--- src/rtl/core/sha_pkg.sv ---
`timescale 1ns / 1ps
// ----------------------------------------------------------------------------
// SHA-256 message hash package
// Word types, controller/datapath command and status, round constants and
// the SHA-256 mixing functions.
// ----------------------------------------------------------------------------
package sha_pkg;

	// Byte positions within a 64-byte block, the pad byte, the last round and the last digest word
	localparam logic [5:0] LAST_POS = 6'd63;
	localparam logic [5:0] LEN_POS  = 6'd56;
	localparam logic [7:0] PAD_BYTE = 8'h80;
	localparam logic [5:0] LAST_ROUND = 6'd63;
	localparam logic [1:0] LAST_INDEX = 2'd3;

	// Input word
	typedef struct packed {
		logic [31:0] data_word;
		logic [2:0]  byte_count;
		logic        last;
	} sha_msg_t;

	// Output word
	typedef struct packed {
		logic [63:0] digest_word;
		logic [1:0]  word_index;
		logic        digest_last;
		logic        length_error;
	} sha_dig_t;

	// Source of the byte pushed into the block buffer
	typedef enum logic [1:0] {
		SRC_DATA,
		SRC_PAD,
		SRC_ZERO,
		SRC_LEN
	} sha_src_t;

	typedef enum logic [2:0] {
		ST_IDLE,
		ST_PUSH,
		ST_PAD,
		ST_ZERO,
		ST_LEN,
		ST_COMP,
		ST_FOLD,
		ST_DIGEST
	} sha_state_t;

	// Controller to datapath
	typedef struct packed {
		logic       accept;
		logic       push_en;
		sha_src_t   push_sel;
		logic       round_init;
		logic       round_en;
		logic [5:0] round_idx;
		logic       chain_fold;
		logic       digest_load;
	} sha_cmd_t;

	// Datapath to controller
	typedef struct packed {
		logic [5:0] byte_pos;
		logic [2:0] push_count;
		logic       out_busy;
	} sha_sts_t;

	localparam logic [31:0] IV [8] = '{
		32'h6a09e667, 32'hbb67ae85, 32'h3c6ef372, 32'ha54ff53a,
		32'h510e527f, 32'h9b05688c, 32'h1f83d9ab, 32'h5be0cd19
	};

	localparam logic [31:0] ROUND_K [64] = '{
		32'h428a2f98, 32'h71374491, 32'hb5c0fbcf, 32'he9b5dba5,
		32'h3956c25b, 32'h59f111f1, 32'h923f82a4, 32'hab1c5ed5,
		32'hd807aa98, 32'h12835b01, 32'h243185be, 32'h550c7dc3,
		32'h72be5d74, 32'h80deb1fe, 32'h9bdc06a7, 32'hc19bf174,
		32'he49b69c1, 32'hefbe4786, 32'h0fc19dc6, 32'h240ca1cc,
		32'h2de92c6f, 32'h4a7484aa, 32'h5cb0a9dc, 32'h76f988da,
		32'h983e5152, 32'ha831c66d, 32'hb00327c8, 32'hbf597fc7,
		32'hc6e00bf3, 32'hd5a79147, 32'h06ca6351, 32'h14292967,
		32'h27b70a85, 32'h2e1b2138, 32'h4d2c6dfc, 32'h53380d13,
		32'h650a7354, 32'h766a0abb, 32'h81c2c92e, 32'h92722c85,
		32'ha2bfe8a1, 32'ha81a664b, 32'hc24b8b70, 32'hc76c51a3,
		32'hd192e819, 32'hd6990624, 32'hf40e3585, 32'h106aa070,
		32'h19a4c116, 32'h1e376c08, 32'h2748774c, 32'h34b0bcb5,
		32'h391c0cb3, 32'h4ed8aa4a, 32'h5b9cca4f, 32'h682e6ff3,
		32'h748f82ee, 32'h78a5636f, 32'h84c87814, 32'h8cc70208,
		32'h90befffa, 32'ha4506ceb, 32'hbef9a3f7, 32'hc67178f2
	};

	function automatic logic [31:0] big_sigma0(input logic [31:0] x);
		return {x[1:0], x[31:2]} ^ {x[12:0], x[31:13]} ^ {x[21:0], x[31:22]};
	endfunction

	function automatic logic [31:0] big_sigma1(input logic [31:0] x);
		return {x[5:0], x[31:6]} ^ {x[10:0], x[31:11]} ^ {x[24:0], x[31:25]};
	endfunction

	function automatic logic [31:0] small_sigma0(input logic [31:0] x);
		return {x[6:0], x[31:7]} ^ {x[17:0], x[31:18]} ^ {3'b000, x[31:3]};
	endfunction

	function automatic logic [31:0] small_sigma1(input logic [31:0] x);
		return {x[16:0], x[31:17]} ^ {x[18:0], x[31:19]} ^ {10'd0, x[31:10]};
	endfunction

endpackage

--- src/rtl/core/sha_ctrl.sv ---
`timescale 1ns / 1ps
// ----------------------------------------------------------------------------
// SHA-256 controller
// Sequences word acceptance, byte pushes, padding, the 64 compression rounds
// and the digest hand-off to the output register.
// ----------------------------------------------------------------------------
module sha_ctrl (
	input  logic             clk,
	input  logic             arst_n,
	input  logic             msg_valid,
	input  logic             msg_last,
	output logic             msg_stall,
	output sha_pkg::sha_cmd_t cmd,
	input  sha_pkg::sha_sts_t sts
);
	import sha_pkg::*;

	sha_state_t state_q, state_d;
	sha_state_t ret_q, ret_d;
	logic [2:0] left_q;
	logic       last_q;
	logic [5:0] round_q;
	logic       wrap;

	assign wrap = (sts.byte_pos == LAST_POS);

	// Next state
	always_comb begin
		state_d = state_q;
		ret_d   = ret_q;
		case (state_q)
			ST_IDLE: begin
				if (msg_valid) state_d = ST_PUSH;
			end
			ST_PUSH: begin
				if (left_q == 3'd0) begin
					state_d = last_q ? ST_PAD : ST_IDLE;
				end else if (wrap) begin
					state_d = ST_COMP;
					ret_d   = ST_PUSH;
				end else if (left_q == 3'd1) begin
					state_d = last_q ? ST_PAD : ST_IDLE;
				end
			end
			ST_PAD: begin
				state_d = wrap ? ST_COMP : ST_ZERO;
				ret_d   = ST_ZERO;
			end
			ST_ZERO: begin
				if (sts.byte_pos == LEN_POS) begin
					state_d = ST_LEN;
				end else if (wrap) begin
					state_d = ST_COMP;
					ret_d   = ST_ZERO;
				end
			end
			ST_LEN: begin
				if (wrap) begin
					state_d = ST_COMP;
					ret_d   = ST_DIGEST;
				end
			end
			ST_COMP: begin
				if (round_q == LAST_ROUND) state_d = ST_FOLD;
			end
			ST_FOLD: begin
				state_d = ret_q;
			end
			ST_DIGEST: begin
				if (!sts.out_busy) state_d = ST_IDLE;
			end
			default: begin
				state_d = ST_IDLE;
			end
		endcase
	end

	// Commands
	always_comb begin
		cmd           = '0;
		cmd.push_sel  = SRC_DATA;
		cmd.round_idx = round_q;
		msg_stall     = (state_q != ST_IDLE);
		case (state_q)
			ST_IDLE: begin
				cmd.accept = msg_valid;
			end
			ST_PUSH: begin
				cmd.push_en    = (left_q != 3'd0);
				cmd.round_init = (left_q != 3'd0) && wrap;
			end
			ST_PAD: begin
				cmd.push_en    = 1'b1;
				cmd.push_sel   = SRC_PAD;
				cmd.round_init = wrap;
			end
			ST_ZERO: begin
				cmd.push_en    = (sts.byte_pos != LEN_POS);
				cmd.push_sel   = SRC_ZERO;
				cmd.round_init = wrap;
			end
			ST_LEN: begin
				cmd.push_en    = 1'b1;
				cmd.push_sel   = SRC_LEN;
				cmd.round_init = wrap;
			end
			ST_COMP: begin
				cmd.round_en = 1'b1;
			end
			ST_FOLD: begin
				cmd.chain_fold = 1'b1;
			end
			ST_DIGEST: begin
				cmd.digest_load = !sts.out_busy;
			end
			default: begin
				cmd.accept = 1'b0;
			end
		endcase
	end

	// Hold state, return state, byte count, last flag and round counter
	always_ff @(posedge clk or negedge arst_n) begin
		if (!arst_n) begin
			state_q <= ST_IDLE;
			ret_q   <= ST_IDLE;
			left_q  <= 3'd0;
			last_q  <= 1'b0;
			round_q <= 6'd0;
		end else begin
			state_q <= state_d;
			ret_q   <= ret_d;
			if (cmd.accept) begin
				left_q <= sts.push_count;
				last_q <= msg_last;
			end else if (state_q == ST_PUSH && cmd.push_en) begin
				left_q <= left_q - 3'd1;
			end
			if (state_q == ST_COMP) round_q <= round_q + 6'd1;
			else                    round_q <= 6'd0;
		end
	end

	a_round_end: assert property (@(posedge clk) disable iff (!arst_n)
		(state_q == ST_COMP && round_q == LAST_ROUND) |=> state_q == ST_FOLD)
		else $error("compression did not end after the last round");

	a_len_pos: assert property (@(posedge clk) disable iff (!arst_n)
		state_q == ST_LEN |-> sts.byte_pos[5:3] == 3'b111)
		else $error("length bytes outside the last eight positions");

	a_load_free: assert property (@(posedge clk) disable iff (!arst_n)
		cmd.digest_load |-> !sts.out_busy)
		else $error("digest loaded while output register busy");

endmodule

--- src/rtl/core/sha_datapath.sv ---
`timescale 1ns / 1ps
// ----------------------------------------------------------------------------
// SHA-256 datapath
// Block buffer and message schedule window, round variables, chaining words,
// bit count and the digest output register.
// ----------------------------------------------------------------------------
module sha_datapath (
	input  logic             clk,
	input  logic             arst_n,
	input  logic [31:0]      data_word,
	input  logic [2:0]       byte_count,
	input  sha_pkg::sha_cmd_t cmd,
	output sha_pkg::sha_sts_t sts,
	output logic             dig_valid,
	input  logic             dig_stall,
	output sha_pkg::sha_dig_t dig
);
	import sha_pkg::*;

	logic [31:0] buf_q [16];
	logic [31:0] var_q [8];
	logic [31:0] chain_q [8];
	logic [63:0] bits_q;
	logic [5:0]  pos_q;
	logic        ovf_q;
	logic [31:0] word_q;
	logic [63:0] dig_q [4];
	logic        err_q;
	logic [1:0]  idx_q;
	logic        valid_q;

	logic [2:0]  n_eff;
	logic [64:0] bits_sum;
	logic [7:0]  push_byte;
	logic [31:0] sched_new;
	logic [31:0] t1, t2;

	// Clamp byte count and check the bit count for overflow
	assign n_eff    = byte_count[2] ? 3'd4 : byte_count;
	assign bits_sum = {1'b0, bits_q} + {59'd0, n_eff, 3'b000};

	assign sts.byte_pos   = pos_q;
	assign sts.push_count = (ovf_q || bits_sum[64]) ? 3'd0 : n_eff;
	assign sts.out_busy   = valid_q;

	// Select the byte to push
	always_comb begin
		case (cmd.push_sel)
			SRC_DATA: push_byte = word_q[31:24];
			SRC_PAD:  push_byte = PAD_BYTE;
			SRC_ZERO: push_byte = 8'h00;
			SRC_LEN:  push_byte = bits_q[8 * (7 - pos_q[2:0]) +: 8];
			default:  push_byte = 8'h00;
		endcase
	end

	// Round and schedule arithmetic
	assign sched_new = small_sigma1(buf_q[14]) + buf_q[9] + small_sigma0(buf_q[1]) + buf_q[0];
	assign t1 = var_q[7] + big_sigma1(var_q[4])
		+ ((var_q[4] & var_q[5]) ^ (~var_q[4] & var_q[6]))
		+ ROUND_K[cmd.round_idx] + buf_q[0];
	assign t2 = big_sigma0(var_q[0])
		+ ((var_q[0] & var_q[1]) ^ (var_q[0] & var_q[2]) ^ (var_q[1] & var_q[2]));

	// Write bytes into the block buffer; shift the schedule window per round
	always_ff @(posedge clk) begin
		if (cmd.push_en) begin
			buf_q[pos_q[5:2]][8 * (3 - pos_q[1:0]) +: 8] <= push_byte;
		end else if (cmd.round_en) begin
			for (int i = 0; i < 15; i++) buf_q[i] <= buf_q[i + 1];
			buf_q[15] <= sched_new;
		end
	end

	// Hold the input word and shift it out a byte at a time
	always_ff @(posedge clk) begin
		if (cmd.accept) begin
			word_q <= data_word;
		end else if (cmd.push_en && cmd.push_sel == SRC_DATA) begin
			word_q <= {word_q[23:0], 8'h00};
		end
	end

	// Round variables
	always_ff @(posedge clk) begin
		if (cmd.round_init) begin
			for (int i = 0; i < 8; i++) var_q[i] <= chain_q[i];
		end else if (cmd.round_en) begin
			var_q[7] <= var_q[6];
			var_q[6] <= var_q[5];
			var_q[5] <= var_q[4];
			var_q[4] <= var_q[3] + t1;
			var_q[3] <= var_q[2];
			var_q[2] <= var_q[1];
			var_q[1] <= var_q[0];
			var_q[0] <= t1 + t2;
		end
	end

	// Chaining words, bit count, byte position and overflow flag
	always_ff @(posedge clk or negedge arst_n) begin
		if (!arst_n) begin
			for (int i = 0; i < 8; i++) chain_q[i] <= IV[i];
			bits_q <= 64'd0;
			pos_q  <= 6'd0;
			ovf_q  <= 1'b0;
		end else if (cmd.digest_load) begin
			for (int i = 0; i < 8; i++) chain_q[i] <= IV[i];
			bits_q <= 64'd0;
			pos_q  <= 6'd0;
			ovf_q  <= 1'b0;
		end else begin
			if (cmd.chain_fold) begin
				for (int i = 0; i < 8; i++) chain_q[i] <= chain_q[i] + var_q[i];
			end
			if (cmd.accept && !ovf_q) begin
				if (bits_sum[64]) ovf_q  <= 1'b1;
				else              bits_q <= bits_sum[63:0];
			end
			if (cmd.push_en) pos_q <= pos_q + 6'd1;
		end
	end

	// Load the digest register
	always_ff @(posedge clk) begin
		if (cmd.digest_load) begin
			for (int i = 0; i < 4; i++) begin
				dig_q[i] <= ovf_q ? 64'd0 : {chain_q[2 * i], chain_q[2 * i + 1]};
			end
			err_q <= ovf_q;
		end
	end

	// Advance through the four digest words
	always_ff @(posedge clk or negedge arst_n) begin
		if (!arst_n) begin
			valid_q <= 1'b0;
			idx_q   <= 2'd0;
		end else if (cmd.digest_load) begin
			valid_q <= 1'b1;
			idx_q   <= 2'd0;
		end else if (valid_q && !dig_stall) begin
			if (idx_q == LAST_INDEX) valid_q <= 1'b0;
			idx_q <= idx_q + 2'd1;
		end
	end

	assign dig_valid        = valid_q;
	assign dig.digest_word  = dig_q[idx_q];
	assign dig.word_index   = idx_q;
	assign dig.digest_last  = (idx_q == LAST_INDEX);
	assign dig.length_error = err_q;

	a_load_reset: assert property (@(posedge clk) disable iff (!arst_n)
		cmd.digest_load |=> (valid_q && idx_q == 2'd0 && pos_q == 6'd0 && bits_q == 64'd0))
		else $error("digest load did not restart the message state");

	a_drain_end: assert property (@(posedge clk) disable iff (!arst_n)
		(valid_q && !dig_stall && idx_q == LAST_INDEX) |=> !valid_q)
		else $error("output register still valid after the fourth word");

endmodule

--- src/rtl/core/sha256_message_hash.sv ---
`timescale 1ns / 1ps
// A word is taken, then its message bytes are written one at a time; a full block is
// compressed by 64 rounds and a fold. A last word adds the pad byte, zeros up to byte 56,
// the eight length bytes, one or two block compressions and the digest load. The byte-wide
// buffer write and single round unit stall the input: a new word is taken only once the
// last is done. The digest words drain from their own register while the next message is
// taken. Reset restores the initial hash, bit count and byte position.
// ----------------------------------------------------------------------------
// SHA-256 message hash
// Top level: joins the controller and the datapath.
// ----------------------------------------------------------------------------
module sha256_message_hash (
	input  logic             clk,
	input  logic             arst_n,
	input  logic             msg_valid,
	output logic             msg_stall,
	input  sha_pkg::sha_msg_t msg,
	output logic             dig_valid,
	input  logic             dig_stall,
	output sha_pkg::sha_dig_t dig
);
	import sha_pkg::*;

	sha_cmd_t cmd;
	sha_sts_t sts;

	// Sequence the work
	sha_ctrl u_ctrl (
		.clk       (clk),
		.arst_n    (arst_n),
		.msg_valid (msg_valid),
		.msg_last  (msg.last),
		.msg_stall (msg_stall),
		.cmd       (cmd),
		.sts       (sts)
	);

	// Hold and compress the block
	sha_datapath u_datapath (
		.clk        (clk),
		.arst_n     (arst_n),
		.data_word  (msg.data_word),
		.byte_count (msg.byte_count),
		.cmd        (cmd),
		.sts        (sts),
		.dig_valid  (dig_valid),
		.dig_stall  (dig_stall),
		.dig        (dig)
	);

endmodule

--- config.mk ---
export PLATFORM = sky130hd
export DESIGN_NAME = sha256_message_hash
export DESIGN_NICKNAME = d
export VERILOG_FILES = /design/src/rtl/core/sha_pkg.sv /design/src/rtl/core/sha_ctrl.sv /design/src/rtl/core/sha_datapath.sv /design/src/rtl/core/sha256_message_hash.sv
export SDC_FILE = /design/constraint.sdc
export NUM_CORES = 2
export LEC_CHECK = 0
export ABC_AREA = 1
export BUFFER_PORTS_ARGS = -buffer_cell sky130_fd_sc_hd__buf_2
export CAP_MARGIN = 5
export CORE_ASPECT_RATIO = 1.5
export CORE_MARGIN = 2
export CORE_UTILIZATION = 45
export CTS_BUF_LIST = sky130_fd_sc_hd__clkbuf_2 sky130_fd_sc_hd__clkbuf_4 sky130_fd_sc_hd__clkbuf_8
export DETAILED_ROUTE_END_ITERATION = 12
export PLACE_DENSITY = 0.67
export SLEW_MARGIN = 20
export SYNTH_ARGS = -nofsm -noshare
export SYNTH_HDL_FRONTEND = slang
export SYNTH_SLANG_ARGS = --single-unit
--- constraint.sdc ---
create_clock -name clk -period 14.7 [get_ports clk]
set_input_delay 2.205 -clock clk [delete_from_list [all_inputs] [get_ports clk]]
set_output_delay 2.205 -clock clk [all_outputs]
set_load 0.03 [all_outputs]
==> results.md <==
* Required time worst endpoint at between 15000 and 20000 ps
* Via count at between 80000 and 90000
* Worst-path fanout max at 14
* Total Routing Usage GR at between 40 and 50%
* Final period util at a little over two thirds
* Tmin final at approximately 10000 ps
* Final nets at ~11000
* Max_slew headroom at about 6.7%
* Async SR Flop Fraction at approximately 25%
* Clk pin slew, worst setup/hold paths at 80 ps
* Clock latency on the worst-skew pair at between 1000 and 1500 ps
* Post_cts resized at 0
* Number of synthesized register bits at 1400
* Routability cong. at 1.15
* Final HPWL DP at 323000 um
* Hold Crit Class: flip-flop to flip-flop
* Post-CTS Hold Buffers at 0
* CTS buffer count at 228
* Slowest cell on crit path: nor2_1
* Final Max Slew Viols at 0
* Ys Warns at 0
* Critical path class: flip-flop to flip-flop
* Leading area contributor after synthesis: edfxtp_1
* Critical path data arrival time at 11170 ps
* Most common cell in the netlist: nand2_1
* CTS Buffer Depth at 4
* I/O pin total at 110
* Most frequent CP cell: nor2_1
* Seq/Total Area, Yosys at between 40% and 50%
* Synth top cells by count: 2706 x nand2_1, 1288 x inv_1, 1057 x edfxtp_1, 977 x nor2_1, 965 x o21ai_0
* RSZ-0062 raised after global routing: false
* F_max at approximately 97 MHz
* DRC at 0
* Violation count after the first detailed-route iteration at 9364
* Area grow syn2layout at 8.88%
* Post-Route WL at 426000 um
* Predominant post-synthesis flop cell: edfxtp_1
* Share of the synthesized area in the top cell type at 35.1%
* Post-Syn Area at 0.0904 mm^2
* Starting Density at 45.3%
* CP endpoint kind: flip-flop
* Final setup violation count at 0
* CP Launch Type: flip-flop
* Least-Margin Pin Slew at ~1400 ps
* Largest net degree at the start of global routing at 190
* First-pass GRT wire length at 595000 um
* Fill cells at 19400
* Setup_tns at 0 ps
* Routed vias/inst at 6.02
* Avg Synthesized Cell Area at 8.40 um^2
* H-tree depth at 4
* DRT Pass-1 Iters at 9
* R2R depth at 33
* Setup Skew at roughly 110 ps
* Core Area at 0.200 mm^2
* Sink Count at between 1000 and 1500
* Syn nets at 11400
* Max Cap Viol at 0
* Total grt overflow at 0
* Routed wire length per instance at 31.2 um
* Hold depth at 2
* Post-Syn Instances at 10800
* Distinct cells, synth at 77
* Antenna Violating Nets Remaining at 0
* Synth area leaders: edfxtp_1 35%, nand2_1 11%, dfrtp_1 5.7%
* Die width at 370 um
* Vias in the first global route at ~81000
* Initial antenna violation count at 32
* Die height at about 550 um
* CTS tree: yes
* Final Hold Vio Count at 0
* Die area at around 0.20 mm^2
* Clk root buf: clkbuf_8
* Setup bufs post-CTS at 0
* Row count at 201
* Share of layout cells above drive strength 1 at 7.72%
* Post-synth EDFFs at roughly 1100
* IO buf count at 109
* Outcome: completed
* Slowest stage delay, CP at 910 ps
worst max-delay path: cells and delay by family (launching register included):
kind / cells / cell delay, ps
compound gates: 9 / 2670
xor+xnor: 2 / 670
fa+ha+maj: 7 / 3370
buf+inv: 4 / 600
flops: 1 / 700
simple gates: 11 / 2120
worst paths after layout:
| path | from | to | slack (ps) |
|---|---|---|---|
| worst max-delay path | u_ctrl.round_q[1] | u_datapath.var_q[0][22] | 4360 |
| worst min-delay path | u_datapath.buf_q[12][13] | u_datapath.buf_q[11][13] | 440 |
| worst max register to register | u_ctrl.round_q[1] | u_datapath.var_q[0][22] | 4360 |
| worst min register to register | u_datapath.buf_q[12][13] | u_datapath.buf_q[11][13] | 440 |
| max in group asynchronous | arst_n | u_datapath.chain_q[149] | 11370 |
| min in group asynchronous | arst_n | u_datapath.bits_q[28] | 1250 |
stage by stage:
step | setup slack [ps] | utilization (%) | cells | hold WS (ps) | area, um^2
finish | 4360 | 49.3 | 13600 | 439 | 98400
global route | 4050 | 49.3 | 13600 | 467 | 98400
CTS | 5250 | 49.2 | 13600 | 428 | 98300
detailed placement | 5230 | 46.7 | 13200 | 456 | 93300
global placement | 5180 | 46.7 | 13200 | 456 | 93300
floorplan | 901 | - | 10800 | 423 | 90400
cells by family after synthesis:
family,Yosys count,synth area share [%]
adder cells (fa/ha/maj),619,10.1
AND/OR/NAND/NOR,4347,19.4
flip-flops,1400,44.8
AO/OA/AOI/OAI,2220,13.9
buffers and inverters,1733,7.44
XOR/XNOR,432,4.19
multiplexers,10,0.111
area by class of cell:
cell class	instances	area, um^2	share of cell area (%)
multi-input cells	7628	43200	43.9
flip-flops and latches	1400	40500	41.2
inverters	1306	4930	5.01
clock buffers	307	3820	3.89
well taps	2639	3300	3.36
repair buffers	217	1440	1.46
clock inverters	108	1140	1.16
diodes	19	47.5	0.0483
sequential cells by signal (all words and copies together) (netlist names):
register              count
u_ctrl.state_q            3
u_ctrl.ret_q              3
u_ctrl.left_q             3
u_datapath.var_q        256
u_datapath.ovf_q          1
u_datapath.err_q          1
u_datapath.dig_q        256
u_datapath.dig_valid      1
u_datapath.chain_q      256
u_ctrl.last_q             1
u_ctrl.round_q            6
u_datapath.buf_q        512
u_datapath.pos_q          6
u_datapath.idx_q          2
u_datapath.bits_q        61
u_datapath.word_q        32
per-layer routing:
metal / GRT usage (%) / vias to the layer above / wire length, um
li1: - / 36000 / -
met1: 40.5 / 39300 / 131000
met2: 68.2 / 4815 / 202000
met3: 9.36 / 1886 / 34000
met4: 44.9 / 16 / 58700
met5: 0.0237 / - / 105
cells in the final DEF (no fill, tap or decap), types with 64 or more instances in the layout:
master / count
clkbuf_8: 243
buf_2: 108
dfrtp_1: 204
buf_4: 101
nand3_1: 348
a21oi_1: 603
inv_1: 1286
xnor2_1: 175
nand4_1: 90
dfstp_2: 136
xor2_1: 257
a21o_1: 77
nor2_1: 975
edfxtp_1: 1057
nor3_1: 100
o22ai_1: 193
ha_1: 402
o21ai_1: 79
nand2_1: 2704
fa_1: 196
o21ai_0: 916
clkbuf_4: 64
Power is left out: the tool's default activity adds up to more than one toggle a clock period on the data nets, which glitch-free logic cannot reach.
